`src/rtl/blvpd_pkg.sv`:
```
// ----------------------------------------------------------------------------
// blvpd_pkg
// Types and constants shared by the battery low-voltage power derater.
// ----------------------------------------------------------------------------
package blvpd_pkg;

  localparam int VOLTS_W    = 13;
  localparam int SECONDS_W  = 14;
  localparam int LEVEL_W    = 13;
  localparam int CFG_IDX_W  = 3;
  localparam int CFG_DATA_W = 14;

  localparam logic [CFG_IDX_W-1:0] CFG_MIN_VOLTS     = 3'd0;
  localparam logic [CFG_IDX_W-1:0] CFG_START_VOLTS   = 3'd1;
  localparam logic [CFG_IDX_W-1:0] CFG_RECOVER_VOLTS = 3'd2;
  localparam logic [CFG_IDX_W-1:0] CFG_WARN1_SECONDS = 3'd3;
  localparam logic [CFG_IDX_W-1:0] CFG_WARN2_SECONDS = 3'd4;
  localparam logic [CFG_IDX_W-1:0] CFG_GRACE_SECONDS = 3'd5;

  localparam logic [VOLTS_W-1:0]   MIN_VOLTS_RST     = 13'd2260;
  localparam logic [VOLTS_W-1:0]   START_VOLTS_RST   = 13'd2640;
  localparam logic [VOLTS_W-1:0]   RECOVER_VOLTS_RST = 13'd2400;
  localparam logic [SECONDS_W-1:0] WARN1_SECONDS_RST = 14'd600;
  localparam logic [SECONDS_W-1:0] WARN2_SECONDS_RST = 14'd420;
  localparam logic [SECONDS_W-1:0] GRACE_SECONDS_RST = 14'd120;

  // Division by 5 as multiply by ceil(2^18 / 5), exact over 14 bits.
  localparam logic [15:0] DIV5_RECIP = 16'd52429;
  localparam int          DIV5_SHIFT = 18;

  localparam logic [LEVEL_W-1:0] RESTORE_THROTTLE = 13'd410;
  localparam logic [LEVEL_W-1:0] LEVEL_HALF       = 13'd2048;
  localparam logic [LEVEL_W-1:0] LEVEL_FULL       = 13'd4096;

  localparam int LAMP_RED   = 0;
  localparam int LAMP_GREEN = 1;
  localparam int LAMP_BEEP  = 2;

  typedef enum logic [2:0] {
    MODE_STARTUP   = 3'd0,
    MODE_VOLTCHECK = 3'd1,
    MODE_GOOD      = 3'd2,
    MODE_WARN1     = 3'd3,
    MODE_WARN2     = 3'd4,
    MODE_DEATH     = 3'd5,
    MODE_LOCKOUT   = 3'd6
  } mode_t;

  typedef enum logic [1:0] {
    CEIL_ZERO = 2'd0,
    CEIL_HALF = 2'd1,
    CEIL_FULL = 2'd2
  } ceiling_t;

  typedef struct packed {
    logic               tick;
    logic [VOLTS_W-1:0] battery_volts;
    logic [LEVEL_W-1:0] throttle_level;
  } in_item_t;

  typedef struct packed {
    logic [LEVEL_W-1:0] drive_level;
    logic               red_lamp;
    logic               green_lamp;
    logic               beeper;
    logic [2:0]         mode_code;
  } out_item_t;

endpackage

```
`src/rtl/blvpd_if.sv`:
```
// ----------------------------------------------------------------------------
// blvpd_if
// Valid/ready channels carrying derater input items and result items.
// ----------------------------------------------------------------------------
interface blvpd_in_if
  import blvpd_pkg::*;
();
  logic     valid;
  logic     ready;
  in_item_t data;

  modport source (output valid, output data, input ready);
  modport sink   (input valid, input data, output ready);
endinterface

interface blvpd_out_if
  import blvpd_pkg::*;
();
  logic      valid;
  logic      ready;
  out_item_t data;

  modport source (output valid, output data, input ready);
  modport sink   (input valid, input data, output ready);
endinterface

```
`src/rtl/battery_low_voltage_power_derater.sv`:
```
// ----------------------------------------------------------------------------
// battery_low_voltage_power_derater
// Clamps the throttle to a battery-dependent power ceiling and runs the
// low-voltage mode machine with its lamp and beeper patterns.
//
// Usage:
//   items   : input channel; each transaction carries tick, battery_volts and
//             throttle_level. A tick advances the mode machine by one step.
//   results : output channel; one transaction per input transaction with
//             drive_level, red_lamp, green_lamp, beeper and mode_code.
//   cfg_*   : register writes, user-bound: only while no transaction is in flight (not enforced).
// Timing:
//   Two register stages (input register, result register); a result is
//   presented in the result register once its input transaction has left the
//   input register. One transaction per cycle is sustained while results.ready
//   stays high; the mode state is updated in the cycle an item leaves the
//   input register, so the next item sees it at once.
// Reset:
//   Mode Startup, all counters zero, zero power, lamps and beeper off,
//   registers at their default values.
// Stall:
//   A stalled result holds the result register; one more transaction is held
//   in the input register, then items.ready drops.
// ----------------------------------------------------------------------------
module battery_low_voltage_power_derater
  import blvpd_pkg::*;
(
  input  logic                  clk,
  input  logic                  rst,
  blvpd_in_if.sink              items,
  blvpd_out_if.source           results,
  input  logic                  cfg_we,
  input  logic [CFG_IDX_W-1:0]  cfg_index,
  input  logic [CFG_DATA_W-1:0] cfg_data
);

  logic [VOLTS_W-1:0]   min_volts;
  logic [VOLTS_W-1:0]   start_volts;
  logic [VOLTS_W-1:0]   recover_volts;
  logic [11:0]          warn1_limit;
  logic [SECONDS_W-1:0] warn2_seconds;
  logic [SECONDS_W-1:0] grace_seconds;
  logic [29:0]          warn1_product;

  logic     s1_valid;
  in_item_t s1_item;
  logic     out_valid;
  out_item_t out_item;
  logic     advance;

  mode_t    mode, mode_next;
  logic [4:0]  early_ticks, early_ticks_next;
  logic [5:0]  phase50, phase50_next;
  logic [3:0]  phase10, phase10_next;
  logic [3:0]  phase12, phase12_next;
  logic [6:0]  good_count, good_count_next;
  logic [4:0]  low_count, low_count_next;
  logic [14:0] stage_timer, stage_timer_next;
  ceiling_t    power_ceiling, power_ceiling_next;
  logic        restore_pending, restore_pending_next;
  logic [2:0]  lamps, lamps_next;

  logic [14:0]        blackout_second;
  logic [14:0]        death_second;
  logic [LEVEL_W-1:0] ceil_level;
  out_item_t          result_next;

  assign warn1_product   = cfg_data * DIV5_RECIP;
  assign blackout_second = {1'b0, warn2_seconds} - 15'd15;
  assign death_second    = {1'b0, warn2_seconds} + {1'b0, grace_seconds};

  always_ff @(posedge clk) begin
    if (rst) begin
      min_volts     <= MIN_VOLTS_RST;
      start_volts   <= START_VOLTS_RST;
      recover_volts <= RECOVER_VOLTS_RST;
      warn1_limit   <= 12'(WARN1_SECONDS_RST / 5);
      warn2_seconds <= WARN2_SECONDS_RST;
      grace_seconds <= GRACE_SECONDS_RST;
    end else if (cfg_we) begin
      case (cfg_index)
        CFG_MIN_VOLTS:     min_volts     <= cfg_data[VOLTS_W-1:0];
        CFG_START_VOLTS:   start_volts   <= cfg_data[VOLTS_W-1:0];
        CFG_RECOVER_VOLTS: recover_volts <= cfg_data[VOLTS_W-1:0];
        CFG_WARN1_SECONDS: warn1_limit   <= warn1_product[DIV5_SHIFT +: 12];
        CFG_WARN2_SECONDS: warn2_seconds <= cfg_data;
        CFG_GRACE_SECONDS: grace_seconds <= cfg_data;
        default: ;
      endcase
    end
  end

  assign advance       = s1_valid && (!out_valid || results.ready);
  assign items.ready   = !s1_valid || advance;
  assign results.valid = out_valid;
  assign results.data  = out_item;

  always_comb begin
    mode_next            = mode;
    early_ticks_next     = early_ticks;
    phase50_next         = phase50;
    phase10_next         = phase10;
    phase12_next         = phase12;
    good_count_next      = good_count;
    low_count_next       = low_count;
    stage_timer_next     = stage_timer;
    power_ceiling_next   = power_ceiling;
    restore_pending_next = restore_pending;
    lamps_next           = lamps;

    if (s1_item.tick) begin
      if (early_ticks < 5'd16) early_ticks_next = early_ticks + 5'd1;
      phase50_next = (phase50 == 6'd49) ? 6'd0 : phase50 + 6'd1;
      phase10_next = (phase10 == 4'd9)  ? 4'd0 : phase10 + 4'd1;
      phase12_next = (phase12 == 4'd11) ? 4'd0 : phase12 + 4'd1;

      case (mode)
        MODE_STARTUP: begin
          if (early_ticks_next < 5'd2) begin
            lamps_next[LAMP_BEEP]  = 1'b0;
            lamps_next[LAMP_RED]   = 1'b1;
            lamps_next[LAMP_GREEN] = 1'b0;
          end
          if (early_ticks_next > 5'd5) mode_next = MODE_VOLTCHECK;
        end
        MODE_VOLTCHECK: begin
          if (early_ticks_next > 5'd15) begin
            if (good_count > 7'd6) begin
              good_count_next        = '0;
              lamps_next[LAMP_RED]   = 1'b0;
              lamps_next[LAMP_GREEN] = 1'b1;
              power_ceiling_next     = CEIL_FULL;
              mode_next              = MODE_GOOD;
            end else begin
              mode_next = MODE_DEATH;
            end
          end else if (s1_item.battery_volts > start_volts) begin
            if (good_count < 7'd127) good_count_next = good_count + 7'd1;
            lamps_next[LAMP_RED]   = 1'b0;
            lamps_next[LAMP_GREEN] = 1'b1;
          end else begin
            lamps_next[LAMP_RED]   = 1'b1;
            lamps_next[LAMP_GREEN] = 1'b0;
          end
        end
        MODE_GOOD: begin
          if (s1_item.battery_volts > min_volts) begin
            low_count_next = '0;
          end else begin
            if (low_count < 5'd31) low_count_next = low_count + 5'd1;
            if (low_count_next > 5'd20) begin
              lamps_next[LAMP_GREEN] = 1'b0;
              lamps_next[LAMP_RED]   = 1'b1;
              low_count_next         = '0;
              stage_timer_next       = '0;
              mode_next              = MODE_WARN1;
            end
          end
        end
        MODE_WARN1: begin
          if (s1_item.battery_volts > recover_volts) begin
            if (good_count < 7'd127) good_count_next = good_count + 7'd1;
            if (good_count_next > 7'd100) begin
              lamps_next[LAMP_RED]   = 1'b0;
              lamps_next[LAMP_BEEP]  = 1'b0;
              lamps_next[LAMP_GREEN] = 1'b1;
              good_count_next        = '0;
              mode_next              = MODE_GOOD;
            end
          end else begin
            good_count_next = '0;
          end
          if (phase10_next == 4'd0) begin
            lamps_next[LAMP_RED] = 1'b0;
          end else if (phase10_next == 4'd5) begin
            lamps_next[LAMP_RED] = 1'b1;
          end else if (phase50_next == 6'd1) begin
            lamps_next[LAMP_BEEP] = 1'b1;
          end else if (phase50_next == 6'd41) begin
            lamps_next[LAMP_BEEP] = 1'b0;
          end else if (phase50_next == 6'd12) begin
            if (stage_timer < 15'd32767) stage_timer_next = stage_timer + 15'd1;
            if (stage_timer_next > {3'd0, warn1_limit}) begin
              lamps_next[LAMP_RED] = 1'b1;
              power_ceiling_next   = CEIL_HALF;
              stage_timer_next     = '0;
              mode_next            = MODE_WARN2;
            end
          end
        end
        MODE_WARN2: begin
          if (phase10_next == 4'd0) begin
            if (stage_timer < 15'd32767) stage_timer_next = stage_timer + 15'd1;
            if (warn2_seconds >= 14'd15 && stage_timer_next == blackout_second)
              power_ceiling_next = CEIL_ZERO;
            if (stage_timer_next == {1'b0, warn2_seconds}) begin
              restore_pending_next = 1'b1;
              power_ceiling_next   = CEIL_HALF;
            end
            if (stage_timer_next > death_second) begin
              stage_timer_next   = '0;
              power_ceiling_next = CEIL_ZERO;
              mode_next          = MODE_DEATH;
            end
          end else if (phase10_next == 4'd1) begin
            lamps_next[LAMP_BEEP] = 1'b1;
          end else if (phase10_next == 4'd8) begin
            lamps_next[LAMP_BEEP] = 1'b0;
          end
        end
        MODE_DEATH: begin
          power_ceiling_next     = CEIL_ZERO;
          lamps_next[LAMP_BEEP]  = 1'b1;
          lamps_next[LAMP_RED]   = 1'b0;
          lamps_next[LAMP_GREEN] = 1'b0;
          mode_next              = MODE_LOCKOUT;
        end
        MODE_LOCKOUT: begin
          if (phase12_next < 4'd6) lamps_next[LAMP_BEEP] = ~phase12_next[0];
        end
        default: ;
      endcase
    end

    if (restore_pending_next && s1_item.throttle_level < RESTORE_THROTTLE) begin
      restore_pending_next = 1'b0;
      power_ceiling_next   = CEIL_HALF;
    end

    case (power_ceiling_next)
      CEIL_ZERO: ceil_level = '0;
      CEIL_HALF: ceil_level = LEVEL_HALF;
      default:   ceil_level = LEVEL_FULL;
    endcase

    result_next.drive_level = (s1_item.throttle_level > ceil_level) ? ceil_level
                                                                     : s1_item.throttle_level;
    result_next.red_lamp    = lamps_next[LAMP_RED];
    result_next.green_lamp  = lamps_next[LAMP_GREEN];
    result_next.beeper      = lamps_next[LAMP_BEEP];
    result_next.mode_code   = mode_next;
  end

  always_ff @(posedge clk) begin
    if (rst) begin
      s1_valid        <= 1'b0;
      out_valid       <= 1'b0;
      mode            <= MODE_STARTUP;
      early_ticks     <= '0;
      phase50         <= '0;
      phase10         <= '0;
      phase12         <= '0;
      good_count      <= '0;
      low_count       <= '0;
      stage_timer     <= '0;
      power_ceiling   <= CEIL_ZERO;
      restore_pending <= 1'b0;
      lamps           <= '0;
    end else begin
      if (items.ready) s1_valid <= items.valid;
      if (advance) begin
        out_valid       <= 1'b1;
        mode            <= mode_next;
        early_ticks     <= early_ticks_next;
        phase50         <= phase50_next;
        phase10         <= phase10_next;
        phase12         <= phase12_next;
        good_count      <= good_count_next;
        low_count       <= low_count_next;
        stage_timer     <= stage_timer_next;
        power_ceiling   <= power_ceiling_next;
        restore_pending <= restore_pending_next;
        lamps           <= lamps_next;
      end else if (results.ready) begin
        out_valid <= 1'b0;
      end
    end
  end

  always_ff @(posedge clk) begin
    if (items.valid && items.ready) s1_item <= items.data;
    if (advance) out_item <= result_next;
  end

endmodule
```
`src/flat_wrapper.sv`:
```
// flat-port wrapper written by rule: the top's interface ports become plain ports
module battery_low_voltage_power_derater_flat import blvpd_pkg::*;
  (clk, rst, cfg_we, cfg_index, cfg_data, items_valid, items_data, items_ready, results_valid, results_data, results_ready);
  blvpd_in_if items_i ();
  blvpd_out_if results_i ();
  input  logic clk;
  input  logic rst;
  input  logic cfg_we;
  input  logic [CFG_IDX_W-1:0] cfg_index;
  input  logic [CFG_DATA_W-1:0] cfg_data;
  input wire logic [$bits(items_i.valid)-1:0] items_valid;
  input wire logic [$bits(items_i.data)-1:0] items_data;
  output wire logic [$bits(items_i.ready)-1:0] items_ready;
  output wire logic [$bits(results_i.valid)-1:0] results_valid;
  output wire logic [$bits(results_i.data)-1:0] results_data;
  input wire logic [$bits(results_i.ready)-1:0] results_ready;
  assign items_i.valid = items_valid;
  assign items_i.data = items_data;
  assign items_ready = items_i.ready;
  assign results_valid = results_i.valid;
  assign results_data = results_i.data;
  assign results_i.ready = results_ready;
  battery_low_voltage_power_derater u_core (.clk(clk), .rst(rst), .items(items_i), .results(results_i), .cfg_we(cfg_we), .cfg_index(cfg_index), .cfg_data(cfg_data));
endmodule
```
`config.mk`:
```
export PLATFORM = sky130hd
export DESIGN_NAME = battery_low_voltage_power_derater_flat
export DESIGN_NICKNAME = d
export VERILOG_FILES = /design/src/rtl/blvpd_pkg.sv /design/src/rtl/blvpd_if.sv /design/src/rtl/battery_low_voltage_power_derater.sv /design/src/flat_wrapper.sv
export SDC_FILE = /design/constraint.sdc
export NUM_CORES = 1
export LEC_CHECK = 0
export BUFFER_PORTS_ARGS = -buffer_cell sky130_fd_sc_hd__buf_2
export CAP_MARGIN = 20
export CORE_MARGIN = 2
export CORE_UTILIZATION = 45
export CTS_CLUSTER_DIAMETER = 40
export DETAILED_ROUTE_END_ITERATION = 8
export PLACE_DENSITY = 0.73
export SLEW_MARGIN = 20
export SYNTH_ARGS = -nofsm -noshare
export SYNTH_HDL_FRONTEND = slang
export SYNTH_SLANG_ARGS = --single-unit
export TNS_END_PERCENT = 20
```
`constraint.sdc`:
```
create_clock -name clk -period 7.13 [get_ports clk]
set_clock_uncertainty 0.15 [all_clocks]
set_input_delay 1.0695 -clock clk [delete_from_list [all_inputs] [get_ports clk]]
set_output_delay 1.0695 -clock clk [all_outputs]
set_load 0.005 [all_outputs]
```
==> run summary <==
The die span in x is 185 µm. In this run the worst setup path terminates at u_core.results.data[18]. For the sequential element share of the synthesized area, the log shows 0.278. The clock reaches the later pin of the worst-skew pair after 0.45 ns. Timing would allow up to 0.152 GHz. Number of setup buffers added after CTS: 0.

In this run the worst hold path is classified as register to register. Growth of design area from synthesis to finish: 8.85%. The share of the cycle needed by the critical path after routing works out to 0.920. The clock sink count is 182, and the number of standard cells in the final layout excluding fillers is 2,200.

Measured along the y axis, the die boundary spans 185 µm. The run gives 61.5 mm as the wire length of the first global-routing pass. The startpoint identified for the worst hold timing path is u_core.min_volts[1]. Setup violations remaining at the end of the flow were counted as 0. The core box area is 32,500 µm². The number of buffer cells added on primary ports came out at 69.

In this run the critical register-to-register path is captured at u_core.results.data[18]. The number of nets in the layout came out at 2,045. The most used flip-flop cell after synthesis is dfxtp_1. The run gives 0.495 as the share of the core filled with cells in the final layout.

The sequential standard cell area is 4100 µm², and the overall global routing resource usage is 0.223. The measured slew at the worst slew-check pin came out at 0.886 ns. In this run the worst setup path begins at u_core.warn2_seconds[1]. The via count of the first global-routing pass is 12.3k, and the total half-perimeter wirelength after legalization and detailed placement is 28.9 mm. VDD sags by at most 0.180 mV. The tools report the post-detailed-routing wire length as 37.6 mm. The tools report the final instance area as 16,100 µm². During I/O placement, the number of pins put on the boundary was 70.

TritonCTS built the clock tree. The worst setup path is captured at a register. The run gives 0 as the final global-route overflow total. In the final layout, the multi-input gates occupy 9790 µm². Relative slew slack: 0.410. The floorplan has 66 rows. Setup total negative slack on the finished layout was measured at 0 ns. For this block, the via count after detailed routing is 12.7k. The worst path needs 6.56 ns of the cycle, external delays included. The run gives 0 as the total count of max-transition violations in the final report. The kind of start point of the critical path is a register. Entering global routing, the biggest net connects 79 pins. The logs give 1,717 for the number of instances in the synthesized netlist and 3,034 for the count of filler cells inserted in the layout.

Data on the critical path arrives at its endpoint at 6.61 ns. The synthesis warning total is 0. The worst hold path was traced through 2 stages. In the routed layout, each cell is associated on average with a via count of 5.79. After detailed placement, the design holds a cell count of 2,168. The tool flagged a number of max-cap violations equal to 0.

The fraction of layout instances using a drive strength above 1 was 0.0927; the number of cells on the worst reg-to-reg path was 26. The number of H-tree levels was 4. Before antenna repair, the detailed router went through 5 iterations.

Maximum fanout encountered on the critical timing path: 10. The tools report the final number of hold-violating endpoints as 0. Setup repair after global routing left no endpoint under its margin.

For the total standard cell area after synthesis, the log shows 14,800 µm². For flop-to-flop paths, the worst setup slack is 0.57 ns. Clock tree synthesis selected as its root buffer the cell clkbuf_16. The clock passes through at most 2 buffers. The number of antenna violations at the first check in global routing is 0, and the count of cell types in the netlist is 94. The startpoint identified for the worst register-to-register timing path is u_core.warn2_seconds[1]. The flow ran to the end, and the final reports show no timing, DRC or antenna violations. Counting flops with a built-in enable in the synthesized netlist gives 46.

After clock tree synthesis, the flow added hold-fix buffers numbering 0. The detail route stage leaves a number of antenna-violating nets equal to 0. Clock tree synthesis inserted a total of 17 buffers. Summing all placed instances gives a cell area of 15,500 µm².

The register bit total from synthesis came out at 182. The run gives 0 as the DRC violation count after routing. The starting utilization of the core area is 0.455. The async set-reset flop share out of synthesis is 0. The die covers 34,300 µm². For the post-cts gate resize count, the log shows 0. The worst setup path is of the register to register kind.

A synthesized cell averages 8.60 µm². For the worst setup path, the data required time is 7.18 ns. Summed over all cells, the static leakage comes to 6.77 nW.

The tools report the last weighted congestion value of the routability-driven placer as 0.886. After detailed routing, the average wire length per cell comes to 17.1 µm. Initial DRC count: 947. The power density relative to cell area was 217 nW/µm²; the post-CTS clock slew at the launch and capture registers of the worst setup and hold paths was 0.08 ns. The run gives 0 as the number of inserted diodes. Synthesis produced a netlist with a net count of 2,017.
[sequential cells by signal, indices dropped and copies added (netlist names), 6 cells and up]
signal	cells
u_core.recover_volts	13
u_core.phase50	6
u_core.warn1_limit	12
u_core.min_volts	13
u_core.warn2_seconds	14
u_core.s1_item	27
u_core.stage_timer	15
u_core.grace_seconds	14
u_core.start_volts	13
u_core.results.data	19
u_core.good_count	7
[cells in the final DEF, fill, tap and decap left out, types with 23 or more instances in the layout]
cell type	count
fa_1	55
and2_1	23
xnor2_1	32
o21ai_0	53
nand3_1	58
inv_1	156
edfxtp_1	46
nand2_1	222
ha_1	196
buf_2	68
a21oi_1	147
nand4_1	23
dfxtp_1	136
o211ai_1	23
nor3_1	42
nor2_1	88
a211oi_1	24
[stage by stage]
stage               hold slack, ns  power, mW  setup slack [ns]
finish                       0.307       3.49             0.571
global route                 0.327       3.75            0.0434
CTS                          0.308       3.50             0.326
detailed placement           0.297       2.55             0.338
global placement             0.291       2.50             0.559
floorplan                    0.282       2.20              1.11
[cell type report]
| class | instances | share of cell area |
|---|---|---|
| sequential | 182 | 0.255 |
| tap | 442 | 0.0344 |
| inverter | 157 | 0.0367 |
| clock buffer | 17 | 0.0265 |
| multi-input combinational | 1305 | 0.610 |
| timing repair buffer | 82 | 0.0277 |
| clock inverter | 15 | 0.00966 |
[worst max-delay path, cell delays in order, from the launching register on]
cell       delay [ns]
dfxtp_1          0.56
ha_1             0.31
a21o_1           0.17
a21oi_1          0.20
o21bai_1         0.09
a21oi_1          0.22
o21bai_1         0.11
a211oi_1         0.31
o21ai_0          0.17
a2111oi_0        0.39
a211oi_1         0.13
ha_1             0.31
and4_1           0.22
nand2_1          0.11
a2111oi_1        0.52
nor4b_2          0.13
nor2_2           0.28
o31ai_1          0.14
a211oi_2         0.31
o21ai_1          0.10
ha_1             0.30
nor4b_1          0.21
and3_1           0.20
a41o_1           0.27
nor4_1           0.06
a21boi_2         0.18
a21o_1           0.18
[cell families after synthesis]
family	share of synthesized area
fa+ha+maj	0.241
compound gates	0.179
simple gates	0.200
xor+xnor	0.0354
buf+inv	0.0609
mux	0.00576
flops	0.278
[layer usage]
layer,part of all wire,routed length (µm),vias up,global-route usage
met5,0,0,-,0
met3,0.054,2040,62,0.0315
met4,0.019,727,0,0.0581
li1,-,-,6186,-
met1,0.45,16900,6107,0.297
met2,0.48,18000,384,0.381
[Yosys cell counts (all sizes together) (27+ instances only)]
master  instances  area [µm²]
fa             55        1100
dfxtp         136        2720
nor3           43         220
clkbuf         51         191
o21ai          55         275
a211oi         27         218
edfxtp         46        1380
nor2           90         338
nand2         222         833
xnor2          32         280
inv           157         589
nand3          62         330
ha            196        2450
a21oi         149         749
[worst min-delay path by stage]
stage and endpoint:
6_report u_core.min_volts[1], 5_1_grt u_core.min_volts[1], 4_1_cts u_core.min_volts[1], 3_5_place_dp u_core.min_volts[1], 3_3_place_gp u_core.recover_volts[1], 2_1_floorplan u_core.warn1_limit[1]
[power breakdown]
group          internal [mW]  total, mW  switching (mW)
Clock                  0.496      0.947           0.452
Sequential              1.10       1.13          0.0299
Combinational          0.619       1.41           0.795
Total                   2.21       3.49            1.28
No activity file was read; power rests on OpenSTA's default activity.
